==> src/hdl/wvs_pkg.sv <==
// ============================================================================
// wvs_pkg: shared definitions for the windowed vertical speed unit
// Widths, constants, sequencer states and the control and status bundles
// that pass between the sequencer and the datapath.
// ============================================================================
package wvs_pkg;

    // Number of samples in the sliding window (2..64).
    localparam int WINDOW    = 8;

    // Field widths.
    localparam int ALT_W     = 20;
    localparam int MS_W      = 10;
    localparam int VS_W      = 21;

    // Timestamp wrap and feet-per-minute scale (60 s * 1000 ms).
    localparam int MS_WRAP   = 1000;
    localparam int FPM_W     = 16;
    localparam logic [FPM_W-1:0] FPM_SCALE = FPM_W'(60 * 1000);

    // Storage and arithmetic widths derived from the window.
    localparam int PTR_W     = $clog2(WINDOW);
    localparam int FILL_W    = $clog2(WINDOW + 1);
    localparam int TOTAL_W   = $clog2((WINDOW - 1) * (MS_WRAP - 1) + 1);
    localparam int MAG_W     = $clog2(((64'd1 << ALT_W) * 64'd60000) + 64'd1);
    localparam int ENTRY_W   = ALT_W + MS_W;
    localparam int CNT_MAX   = (WINDOW > MAG_W) ? WINDOW : MAG_W;
    localparam int CNT_W     = $clog2(CNT_MAX + 1);

    // Sequencer states.
    typedef enum logic [2:0] {
        ST_IDLE,
        ST_SCAN,
        ST_MUL,
        ST_DIV,
        ST_DONE
    } wvs_state_t;

    // Strobes from the sequencer to the datapath.
    typedef struct packed {
        logic load;
        logic scan_first;
        logic scan_gap;
        logic mul;
        logic div_step;
        logic take;
    } wvs_ctrl_t;

    // Status from the datapath to the sequencer.
    typedef struct packed {
        logic will_full;
        logic total_zero;
    } wvs_stat_t;

    // Advance a window pointer with wrap at the window depth.
    function automatic logic [PTR_W-1:0] ptr_inc(input logic [PTR_W-1:0] p);
        return (p == PTR_W'(WINDOW - 1)) ? '0 : p + 1'b1;
    endfunction

endpackage

==> src/hdl/wvs_ctrl.sv <==
// ============================================================================
// wvs_ctrl: sequencer for the windowed vertical speed unit
// Walks one sample through the window scan, the scaling multiply, the
// bit-serial division and the hand-off to the output register.
// ============================================================================
module wvs_ctrl (
    input  logic                clk,
    input  logic                rst_n,
    input  logic                in_valid,
    input  logic                out_free,
    input  wvs_pkg::wvs_stat_t  stat,
    output logic                in_ready,
    output wvs_pkg::wvs_ctrl_t  ctrl
);

    wvs_pkg::wvs_state_t              state_reg;
    wvs_pkg::wvs_state_t              state_next;
    logic [wvs_pkg::CNT_W-1:0]        cnt_reg;
    logic [wvs_pkg::CNT_W-1:0]        cnt_next;

    // State and step counter registers.
    always_ff @(posedge clk or negedge rst_n)
    begin
        if (!rst_n)
        begin
            state_reg <= wvs_pkg::ST_IDLE;
            cnt_reg   <= '0;
        end
        else
        begin
            state_reg <= state_next;
            cnt_reg   <= cnt_next;
        end
    end

    // Next state.
    always_comb
    begin
        state_next = state_reg;
        case (state_reg)
            wvs_pkg::ST_IDLE:
            begin
                if (in_valid)
                begin
                    state_next = stat.will_full ? wvs_pkg::ST_SCAN : wvs_pkg::ST_DONE;
                end
            end
            wvs_pkg::ST_SCAN:
            begin
                if (cnt_reg == wvs_pkg::CNT_W'(wvs_pkg::WINDOW))
                begin
                    state_next = wvs_pkg::ST_MUL;
                end
            end
            wvs_pkg::ST_MUL:
            begin
                state_next = stat.total_zero ? wvs_pkg::ST_DONE : wvs_pkg::ST_DIV;
            end
            wvs_pkg::ST_DIV:
            begin
                if (cnt_reg == wvs_pkg::CNT_W'(wvs_pkg::MAG_W - 1))
                begin
                    state_next = wvs_pkg::ST_DONE;
                end
            end
            wvs_pkg::ST_DONE:
            begin
                if (out_free)
                begin
                    state_next = wvs_pkg::ST_IDLE;
                end
            end
            default:
            begin
                state_next = wvs_pkg::ST_IDLE;
            end
        endcase
    end

    // The counter runs while the scan or the division stays in its state.
    always_comb
    begin
        cnt_next = '0;
        if ((state_reg == state_next) &&
            ((state_reg == wvs_pkg::ST_SCAN) || (state_reg == wvs_pkg::ST_DIV)))
        begin
            cnt_next = cnt_reg + 1'b1;
        end
    end

    // Outputs.
    always_comb
    begin
        in_ready        = 1'b0;
        ctrl            = '0;
        case (state_reg)
            wvs_pkg::ST_IDLE:
            begin
                in_ready  = 1'b1;
                ctrl.load = in_valid;
            end
            wvs_pkg::ST_SCAN:
            begin
                ctrl.scan_first = (cnt_reg == wvs_pkg::CNT_W'(1));
                ctrl.scan_gap   = (cnt_reg >= wvs_pkg::CNT_W'(2));
            end
            wvs_pkg::ST_MUL:
            begin
                ctrl.mul = 1'b1;
            end
            wvs_pkg::ST_DIV:
            begin
                ctrl.div_step = 1'b1;
            end
            wvs_pkg::ST_DONE:
            begin
                ctrl.take = out_free;
            end
            default:
            begin
                ctrl = '0;
            end
        endcase
    end

endmodule

==> src/hdl/wvs_datapath.sv <==
// ============================================================================
// wvs_datapath: sample window and arithmetic for the vertical speed unit
// Holds the sample window as a circular memory, sums the timestamp gaps one
// entry a cycle, scales the altitude change and divides one bit a cycle.
// ============================================================================
module wvs_datapath (
    input  logic                             clk,
    input  logic                             rst_n,
    input  wvs_pkg::wvs_ctrl_t               ctrl,
    input  logic signed [wvs_pkg::ALT_W-1:0] altitude_ft,
    input  logic [wvs_pkg::MS_W-1:0]         millis,
    output wvs_pkg::wvs_stat_t               stat,
    output logic signed [wvs_pkg::VS_W-1:0]  res_speed,
    output logic                             res_full
);

    localparam logic signed [wvs_pkg::MS_W+1:0] WRAP_S = (wvs_pkg::MS_W + 2)'(wvs_pkg::MS_WRAP);
    localparam logic [wvs_pkg::MAG_W-1:0] POS_LIMIT = wvs_pkg::MAG_W'((1 << (wvs_pkg::VS_W - 1)) - 1);
    localparam logic [wvs_pkg::MAG_W-1:0] NEG_LIMIT = wvs_pkg::MAG_W'(1 << (wvs_pkg::VS_W - 1));

    // Sample window memory and its pointers.
    logic [wvs_pkg::ENTRY_W-1:0]      mem [wvs_pkg::WINDOW];
    logic [wvs_pkg::ENTRY_W-1:0]      rd_data_reg;
    logic [wvs_pkg::PTR_W-1:0]        wr_ptr_reg;
    logic [wvs_pkg::PTR_W-1:0]        wr_ptr_next;
    logic [wvs_pkg::PTR_W-1:0]        rd_ptr_reg;
    logic [wvs_pkg::FILL_W-1:0]       fill_reg;

    // Working registers.
    logic signed [wvs_pkg::ALT_W-1:0] alt_new_reg;
    logic signed [wvs_pkg::ALT_W-1:0] alt_old_reg;
    logic [wvs_pkg::MS_W-1:0]         prev_ms_reg;
    logic [wvs_pkg::TOTAL_W-1:0]      total_reg;
    logic                             full_reg;
    logic                             neg_reg;
    logic [wvs_pkg::TOTAL_W:0]        rem_reg;
    logic [wvs_pkg::MAG_W-1:0]        quo_reg;

    // Arithmetic nets.
    logic [wvs_pkg::MS_W-1:0]         rd_ms;
    logic signed [wvs_pkg::ALT_W-1:0] rd_alt;
    logic [wvs_pkg::MS_W-1:0]         gap;
    logic signed [wvs_pkg::ALT_W:0]   diff;
    logic [wvs_pkg::ALT_W:0]          mag;
    logic [wvs_pkg::ALT_W+wvs_pkg::FPM_W:0] product;
    logic [wvs_pkg::TOTAL_W:0]        rem_sh;
    logic [wvs_pkg::TOTAL_W+1:0]      trial;
    logic                             fits;

    // Gap from older to newer timestamp, reduced to 0..999.
    function automatic logic [wvs_pkg::MS_W-1:0] gap_ms(
        input logic [wvs_pkg::MS_W-1:0] newer,
        input logic [wvs_pkg::MS_W-1:0] older
    );
        logic signed [wvs_pkg::MS_W+1:0] t;
        t = $signed({2'b00, newer}) - $signed({2'b00, older}) + WRAP_S;
        if (t < 0)
        begin
            t = t + WRAP_S;
        end
        else if (t >= (WRAP_S <<< 1))
        begin
            t = t - (WRAP_S <<< 1);
        end
        else if (t >= WRAP_S)
        begin
            t = t - WRAP_S;
        end
        return t[wvs_pkg::MS_W-1:0];
    endfunction

    assign wr_ptr_next = wvs_pkg::ptr_inc(wr_ptr_reg);
    assign rd_alt      = rd_data_reg[wvs_pkg::ENTRY_W-1:wvs_pkg::MS_W];
    assign rd_ms       = rd_data_reg[wvs_pkg::MS_W-1:0];
    assign gap         = gap_ms(rd_ms, prev_ms_reg);

    // Altitude change and its scaled magnitude.
    assign diff    = {alt_new_reg[wvs_pkg::ALT_W-1], alt_new_reg}
                   - {alt_old_reg[wvs_pkg::ALT_W-1], alt_old_reg};
    assign mag     = diff[wvs_pkg::ALT_W] ? $unsigned(-diff) : $unsigned(diff);
    assign product = mag * wvs_pkg::FPM_SCALE;

    // One restoring division step.
    assign rem_sh = {rem_reg[wvs_pkg::TOTAL_W-1:0], quo_reg[wvs_pkg::MAG_W-1]};
    assign trial  = {1'b0, rem_sh} - {2'b00, total_reg};
    assign fits   = !trial[wvs_pkg::TOTAL_W+1];

    assign stat.will_full  = (fill_reg >= wvs_pkg::FILL_W'(wvs_pkg::WINDOW - 1));
    assign stat.total_zero = (total_reg == '0);

    // Window memory: written on each accepted beat, read one entry a cycle.
    always_ff @(posedge clk)
    begin
        if (ctrl.load)
        begin
            mem[wr_ptr_reg] <= {altitude_ft, millis};
        end
        rd_data_reg <= mem[rd_ptr_reg];
    end

    // Window pointers and fill count.
    always_ff @(posedge clk or negedge rst_n)
    begin
        if (!rst_n)
        begin
            wr_ptr_reg <= '0;
            rd_ptr_reg <= '0;
            fill_reg   <= '0;
        end
        else
        begin
            if (ctrl.load)
            begin
                wr_ptr_reg <= wr_ptr_next;
                rd_ptr_reg <= wr_ptr_next;
                if (fill_reg != wvs_pkg::FILL_W'(wvs_pkg::WINDOW))
                begin
                    fill_reg <= fill_reg + 1'b1;
                end
            end
            else
            begin
                rd_ptr_reg <= wvs_pkg::ptr_inc(rd_ptr_reg);
            end
        end
    end

    // Scan, multiply and divide registers.
    always_ff @(posedge clk)
    begin
        if (ctrl.load)
        begin
            alt_new_reg <= altitude_ft;
            full_reg    <= stat.will_full;
            total_reg   <= '0;
        end
        if (ctrl.scan_first)
        begin
            alt_old_reg <= rd_alt;
            prev_ms_reg <= rd_ms;
        end
        if (ctrl.scan_gap)
        begin
            total_reg   <= total_reg + wvs_pkg::TOTAL_W'(gap);
            prev_ms_reg <= rd_ms;
        end
        if (ctrl.mul)
        begin
            neg_reg <= diff[wvs_pkg::ALT_W];
            quo_reg <= product[wvs_pkg::MAG_W-1:0];
            rem_reg <= '0;
        end
        if (ctrl.div_step)
        begin
            rem_reg <= fits ? trial[wvs_pkg::TOTAL_W:0] : rem_sh;
            quo_reg <= {quo_reg[wvs_pkg::MAG_W-2:0], fits};
        end
    end

    // Signed, saturated result from the quotient.
    always_comb
    begin
        res_full  = full_reg;
        res_speed = '0;
        if (full_reg && !stat.total_zero)
        begin
            if (neg_reg)
            begin
                res_speed = (quo_reg > NEG_LIMIT) ? NEG_LIMIT[wvs_pkg::VS_W-1:0]
                                                  : '0 - quo_reg[wvs_pkg::VS_W-1:0];
            end
            else
            begin
                res_speed = (quo_reg > POS_LIMIT) ? POS_LIMIT[wvs_pkg::VS_W-1:0]
                                                  : quo_reg[wvs_pkg::VS_W-1:0];
            end
        end
    end

endmodule

==> src/hdl/windowed_vertical_speed_unit.sv <==
// ============================================================================
// windowed_vertical_speed_unit: feet-per-minute rate over a sample window
// Top level: sequencer, datapath and the output register.
// ============================================================================
// Each input beat carries one altitude sample and its millisecond stamp. The
// first WINDOW-1 beats, while the window fills, each give a zero result with
// window_full low. From then on every beat gives 60000 * (newest - oldest
// altitude) / (sum of wrapped stamp gaps), truncated toward zero and saturated
// to 21 bits, or zero when the gaps sum to zero. The next beat is taken only
// once the last is handed off. A full-window beat walks the window memory one
// entry a cycle, does the scaling multiply, runs the one-bit-per-cycle
// restoring divider unless the gaps sum to zero, and waits for the output
// register to be free before the hand-off. A new beat is taken while an
// earlier result still waits in the output register.
module windowed_vertical_speed_unit (
    input  logic                             clk,
    input  logic                             rst_n,
    input  logic                             in_valid,
    output logic                             in_ready,
    input  logic signed [wvs_pkg::ALT_W-1:0] altitude_ft,
    input  logic [wvs_pkg::MS_W-1:0]         millis,
    output logic                             out_valid,
    input  logic                             out_ready,
    output logic signed [wvs_pkg::VS_W-1:0]  vertical_speed,
    output logic                             window_full
);

    wvs_pkg::wvs_ctrl_t               ctrl;
    wvs_pkg::wvs_stat_t               stat;
    logic                             out_free;
    logic signed [wvs_pkg::VS_W-1:0]  res_speed;
    logic                             res_full;
    logic                             out_valid_reg;
    logic signed [wvs_pkg::VS_W-1:0]  speed_reg;
    logic                             full_out_reg;

    assign out_free       = !out_valid_reg || out_ready;
    assign out_valid      = out_valid_reg;
    assign vertical_speed = speed_reg;
    assign window_full    = full_out_reg;

    wvs_ctrl u_ctrl (
        .clk      (clk),
        .rst_n    (rst_n),
        .in_valid (in_valid),
        .out_free (out_free),
        .stat     (stat),
        .in_ready (in_ready),
        .ctrl     (ctrl)
    );

    wvs_datapath u_datapath (
        .clk         (clk),
        .rst_n       (rst_n),
        .ctrl        (ctrl),
        .altitude_ft (altitude_ft),
        .millis      (millis),
        .stat        (stat),
        .res_speed   (res_speed),
        .res_full    (res_full)
    );

    // Output valid flag.
    always_ff @(posedge clk or negedge rst_n)
    begin
        if (!rst_n)
        begin
            out_valid_reg <= 1'b0;
        end
        else if (ctrl.take)
        begin
            out_valid_reg <= 1'b1;
        end
        else if (out_ready)
        begin
            out_valid_reg <= 1'b0;
        end
    end

    // Output payload register.
    always_ff @(posedge clk)
    begin
        if (ctrl.take)
        begin
            speed_reg    <= res_speed;
            full_out_reg <= res_full;
        end
    end

`ifndef SYNTHESIS
    // An accepted beat keeps the block busy for at least the next cycle.
    assert property (@(posedge clk) disable iff (!rst_n)
        (in_valid && in_ready) |=> !in_ready)
        else $error("input taken on two cycles in a row");

    // A result before the window is full is always zero.
    assert property (@(posedge clk) disable iff (!rst_n)
        (out_valid && !window_full) |-> (vertical_speed == '0))
        else $error("nonzero speed while window not full");

    // The divider never runs against a zero time sum.
    assert property (@(posedge clk) disable iff (!rst_n)
        ctrl.div_step |-> !stat.total_zero)
        else $error("division started with zero time sum");

    // A handed-off result shows up as a valid output beat.
    assert property (@(posedge clk) disable iff (!rst_n)
        ctrl.take |=> out_valid)
        else $error("result hand-off lost");
`endif

endmodule
==> config.mk <==
export PLATFORM = sky130hd
export DESIGN_NAME = windowed_vertical_speed_unit
export DESIGN_NICKNAME = d
export VERILOG_FILES = /design/src/hdl/wvs_pkg.sv /design/src/hdl/wvs_ctrl.sv /design/src/hdl/wvs_datapath.sv /design/src/hdl/windowed_vertical_speed_unit.sv
export SDC_FILE = /design/constraint.sdc
export NUM_CORES = 1
export LEC_CHECK = 0
export ABC_AREA = 0
export BUFFER_PORTS_ARGS = -buffer_cell sky130_fd_sc_hd__buf_2
export CAP_MARGIN = 5
export CORE_ASPECT_RATIO = 0.75
export CORE_UTILIZATION = 64
export DETAILED_ROUTE_END_ITERATION = 10
export PLACE_DENSITY = 0.88
export SLEW_MARGIN = 10
export SYNTH_ARGS = -nofsm -noshare
export SYNTH_HDL_FRONTEND = slang
export SYNTH_SLANG_ARGS = --single-unit
==> constraint.sdc <==
create_clock -name clk -period 11.1 [get_ports clk]
set_input_delay 2.22 -clock clk [delete_from_list [all_inputs] [get_ports clk]]
set_output_delay 2.22 -clock clk [all_outputs]
set_load 0.1 [all_outputs]
==> flow_summary.ini <==
[timing]
fin_crit_ps = 8910
worst_pin_slew_ps = 1080
relSlewSlack = 0.279
hold_violations = 0
skew_ps = 43.3
setup_slack_ps = 2190
rsz0062_at_grt = no
timing.fmax_mhz = 112
setup_viol = 0
drv_slew = 0
fin_tns_setup_ps = 0
period_share = 0.803

[route]
drtIter0Drc = 1646
drc = 0
post_drt_via_cell_ratio = 6.12
wl_per_cell_um = 20.0
vias = 15400
dr.pass1.iters = 6
ant_nets = 0
wl_mm = 50.2

[worst_setup_path]
end_kind = flop
crit_type = reg -> reg
cp.required_ps = 11350
cp_slowest_cell = xor2_1
cpMostUsedCell = inv_1
worstPathArrival_ps = 9170
cp_max_fo = 27
critPathLaunchType = flop
worst_path_largest_cell_delay_ps = 780

[cts]
clock-root-buffer = clkbuf_16
cts.path.max_buffers = 3
post_cts_resized = 0
cts_tree = done
clock-sinks = 426
cts_inserted_buffers = 40
ctsHoldBuffers = 0
insertion_delay_ps = 570
post_cts_buffers = 0
cts_max_level = 2
clk_pin_slew_ps = 60

[synth]
syn-cell-area_um2 = 24100
yosysSeqAreaShare = 0.515
syn_nets = 2171
synth_cell_types = 94
postSynthAreaPerCell_um2 = 12.6
synth-main-ff-cell = edfxtp_1
synth_warnings = 0
synthAdderAreaFrac = 0.138
synthSimpleGateAreaFrac = 0.0886
synthMuxAreaShare = 0.0763
synth_compound_area_frac = 0.0911
netlist_instances = 1913
synth_top_family_by_area = adder cells
ys_seq_elements = 426
async_reset_ff_frac = 0.0469
synth_xor_area_frac = 0.0492
synth_edf_count = 376

[placed_design]
gp_congestion = 0.895
dp.cells = 2441
preCtsSetupSlack_ps = 2320
dp.final_hpwl_mm = 33.5
port_buffers = 57

[final_layout]
synthToLayoutAreaGrowth_pct = 8.88
layout_common_cells = edfxtp_1, inv_1, ha_1
final_common_cell = edfxtp_1
drive_gt1_frac = 0.136
nNetsFinal = 2237
diodes = 0
fillers = 2362
final_cells = 2514
largest_reg_flops = 240

[die]
start_util = 0.650
die_w_um = 226
num_rows = 61
fp.dieH_um = 170
die_area_um2 = 38400
ios = 58
core-area_um2 = 37000

[global_routing]
first_global_vias = 15300
overflow = 0
grt_max_degree = 62
track_usage = 0.271
grt_antenna_before_repair = 1
grt_pass1_wl_mm = 81.0

[run_status]
status = complete, no violations

[min_path]
hp-class = reg -> reg

[run]
drv_cap = 0
-- worst max-delay path, delay by kind of cell (launching register included) --
family	cells	cell delay (ps)
compound gates	8	2090
xor+xnor	3	1320
flops	1	380
simple gates	6	780
buf+inv	7	760
fa+ha+maj	8	3300
-- synth_stat cells (all sizes together), types with 4 or more instances --
cell type / number / area [µm²]
mux2i: 10 / 100
mux2: 34 / 383
nor2: 129 / 487
and2: 15 / 93.8
nor4: 14 / 103
o31ai: 11 / 87.6
nand3: 25 / 125
o21bai: 11 / 82.6
or2: 8 / 52.6
xnor2: 80 / 738
o21a: 8 / 60.1
xor2: 50 / 445
nand4b: 4 / 35.0
nand2: 122 / 460
nand3b: 11 / 82.6
edfxtp: 376 / 11300
a221oi: 7 / 61.3
nor3: 23 / 120
o21ai: 88 / 459
nor3b: 4 / 30.0
dfrtp: 20 / 500
a21oi: 96 / 480
a21o: 35 / 263
a31oi: 21 / 131
o211ai: 5 / 37.5
inv: 204 / 766
nand2b: 23 / 144
nor2b: 8 / 50.1
nand4: 9 / 56.3
and3: 12 / 76.3
clkbuf: 32 / 120
buf: 14 / 86.3
dfxtp: 30 / 601
or4: 6 / 50.1
ha: 157 / 1960
or3: 17 / 106
a211oi: 9 / 77.6
fa: 67 / 1340
mux4: 60 / 1350
-- final cells by class --
type	count	area, µm²	share of cell area
Multi-Input combinational cell	1233	10700	0.409
Inverter	207	778	0.0297
Sequential cell	426	12400	0.474
Clock inverter	19	193	0.00736
Clock buffer	54	1080	0.0414
Timing Repair Buffer	71	390	0.0149
Tap cell	504	631	0.0241
-- per-layer routing --
layer / global-route usage / vias up / part of all wire / wire (µm)
met5: 0 / - / 0.00026 / 13
met4: 0.0834 / 2 / 0.024 / 1220
met3: 0.0382 / 111 / 0.066 / 3290
met2: 0.447 / 647 / 0.48 / 24100
met1: 0.375 / 7552 / 0.43 / 21500
li1: - / 7078 / - / -
-- per-stage QoR --
| step | utilization | cell area, µm² | hold slack (ps) |
|---|---|---|---|
| after floorplan | - | 24100 | 386 |
| after global placement | 0.673 | 24900 | 386 |
| after detailed placement | 0.673 | 24900 | 395 |
| after CTS | 0.707 | 26200 | 396 |
| after global routing | 0.707 | 26200 | 408 |
| final | 0.707 | 26200 | 406 |
-- final timing paths --
| check | from | to | slack, ps | cells past startpoint |
|---|---|---|---|---|
| max | u_datapath.alt_old_reg[0]$_DFFE_PP_ | u_datapath.quo_reg[32]$_DFFE_PP_ | 2190 | 32 |
| min reg2reg | u_datapath.rd_data_reg[11]$_DFF_P_ | u_datapath.alt_old_reg[1]$_DFFE_PP_ | 410 | 0 |
| max reg2reg | u_datapath.alt_old_reg[0]$_DFFE_PP_ | u_datapath.quo_reg[32]$_DFFE_PP_ | 2190 | 32 |
| max in group asynchronous | rst_n | u_datapath.rd_ptr_reg[1]$_DFF_PN0_ | 9080 | 1 |
| min | u_datapath.rd_data_reg[11]$_DFF_P_ | u_datapath.alt_old_reg[1]$_DFFE_PP_ | 410 | 0 |
| min in group asynchronous | rst_n | u_datapath.rd_ptr_reg[2]$_DFF_PN0_ | 1630 | 1 |
-- logic make-up (layout without fill, tap and decap cells) --
family,count (synthesis),after routing
mux,104,104
simple gates,436,436
buf+inv,254,351
flops,426,426
compound gates,337,337
fa+ha+maj,226,226
xor+xnor,130,130
Power is left out: the tool's default activity adds up to more than one toggle a clock period on the data nets, which glitch-free logic cannot reach.
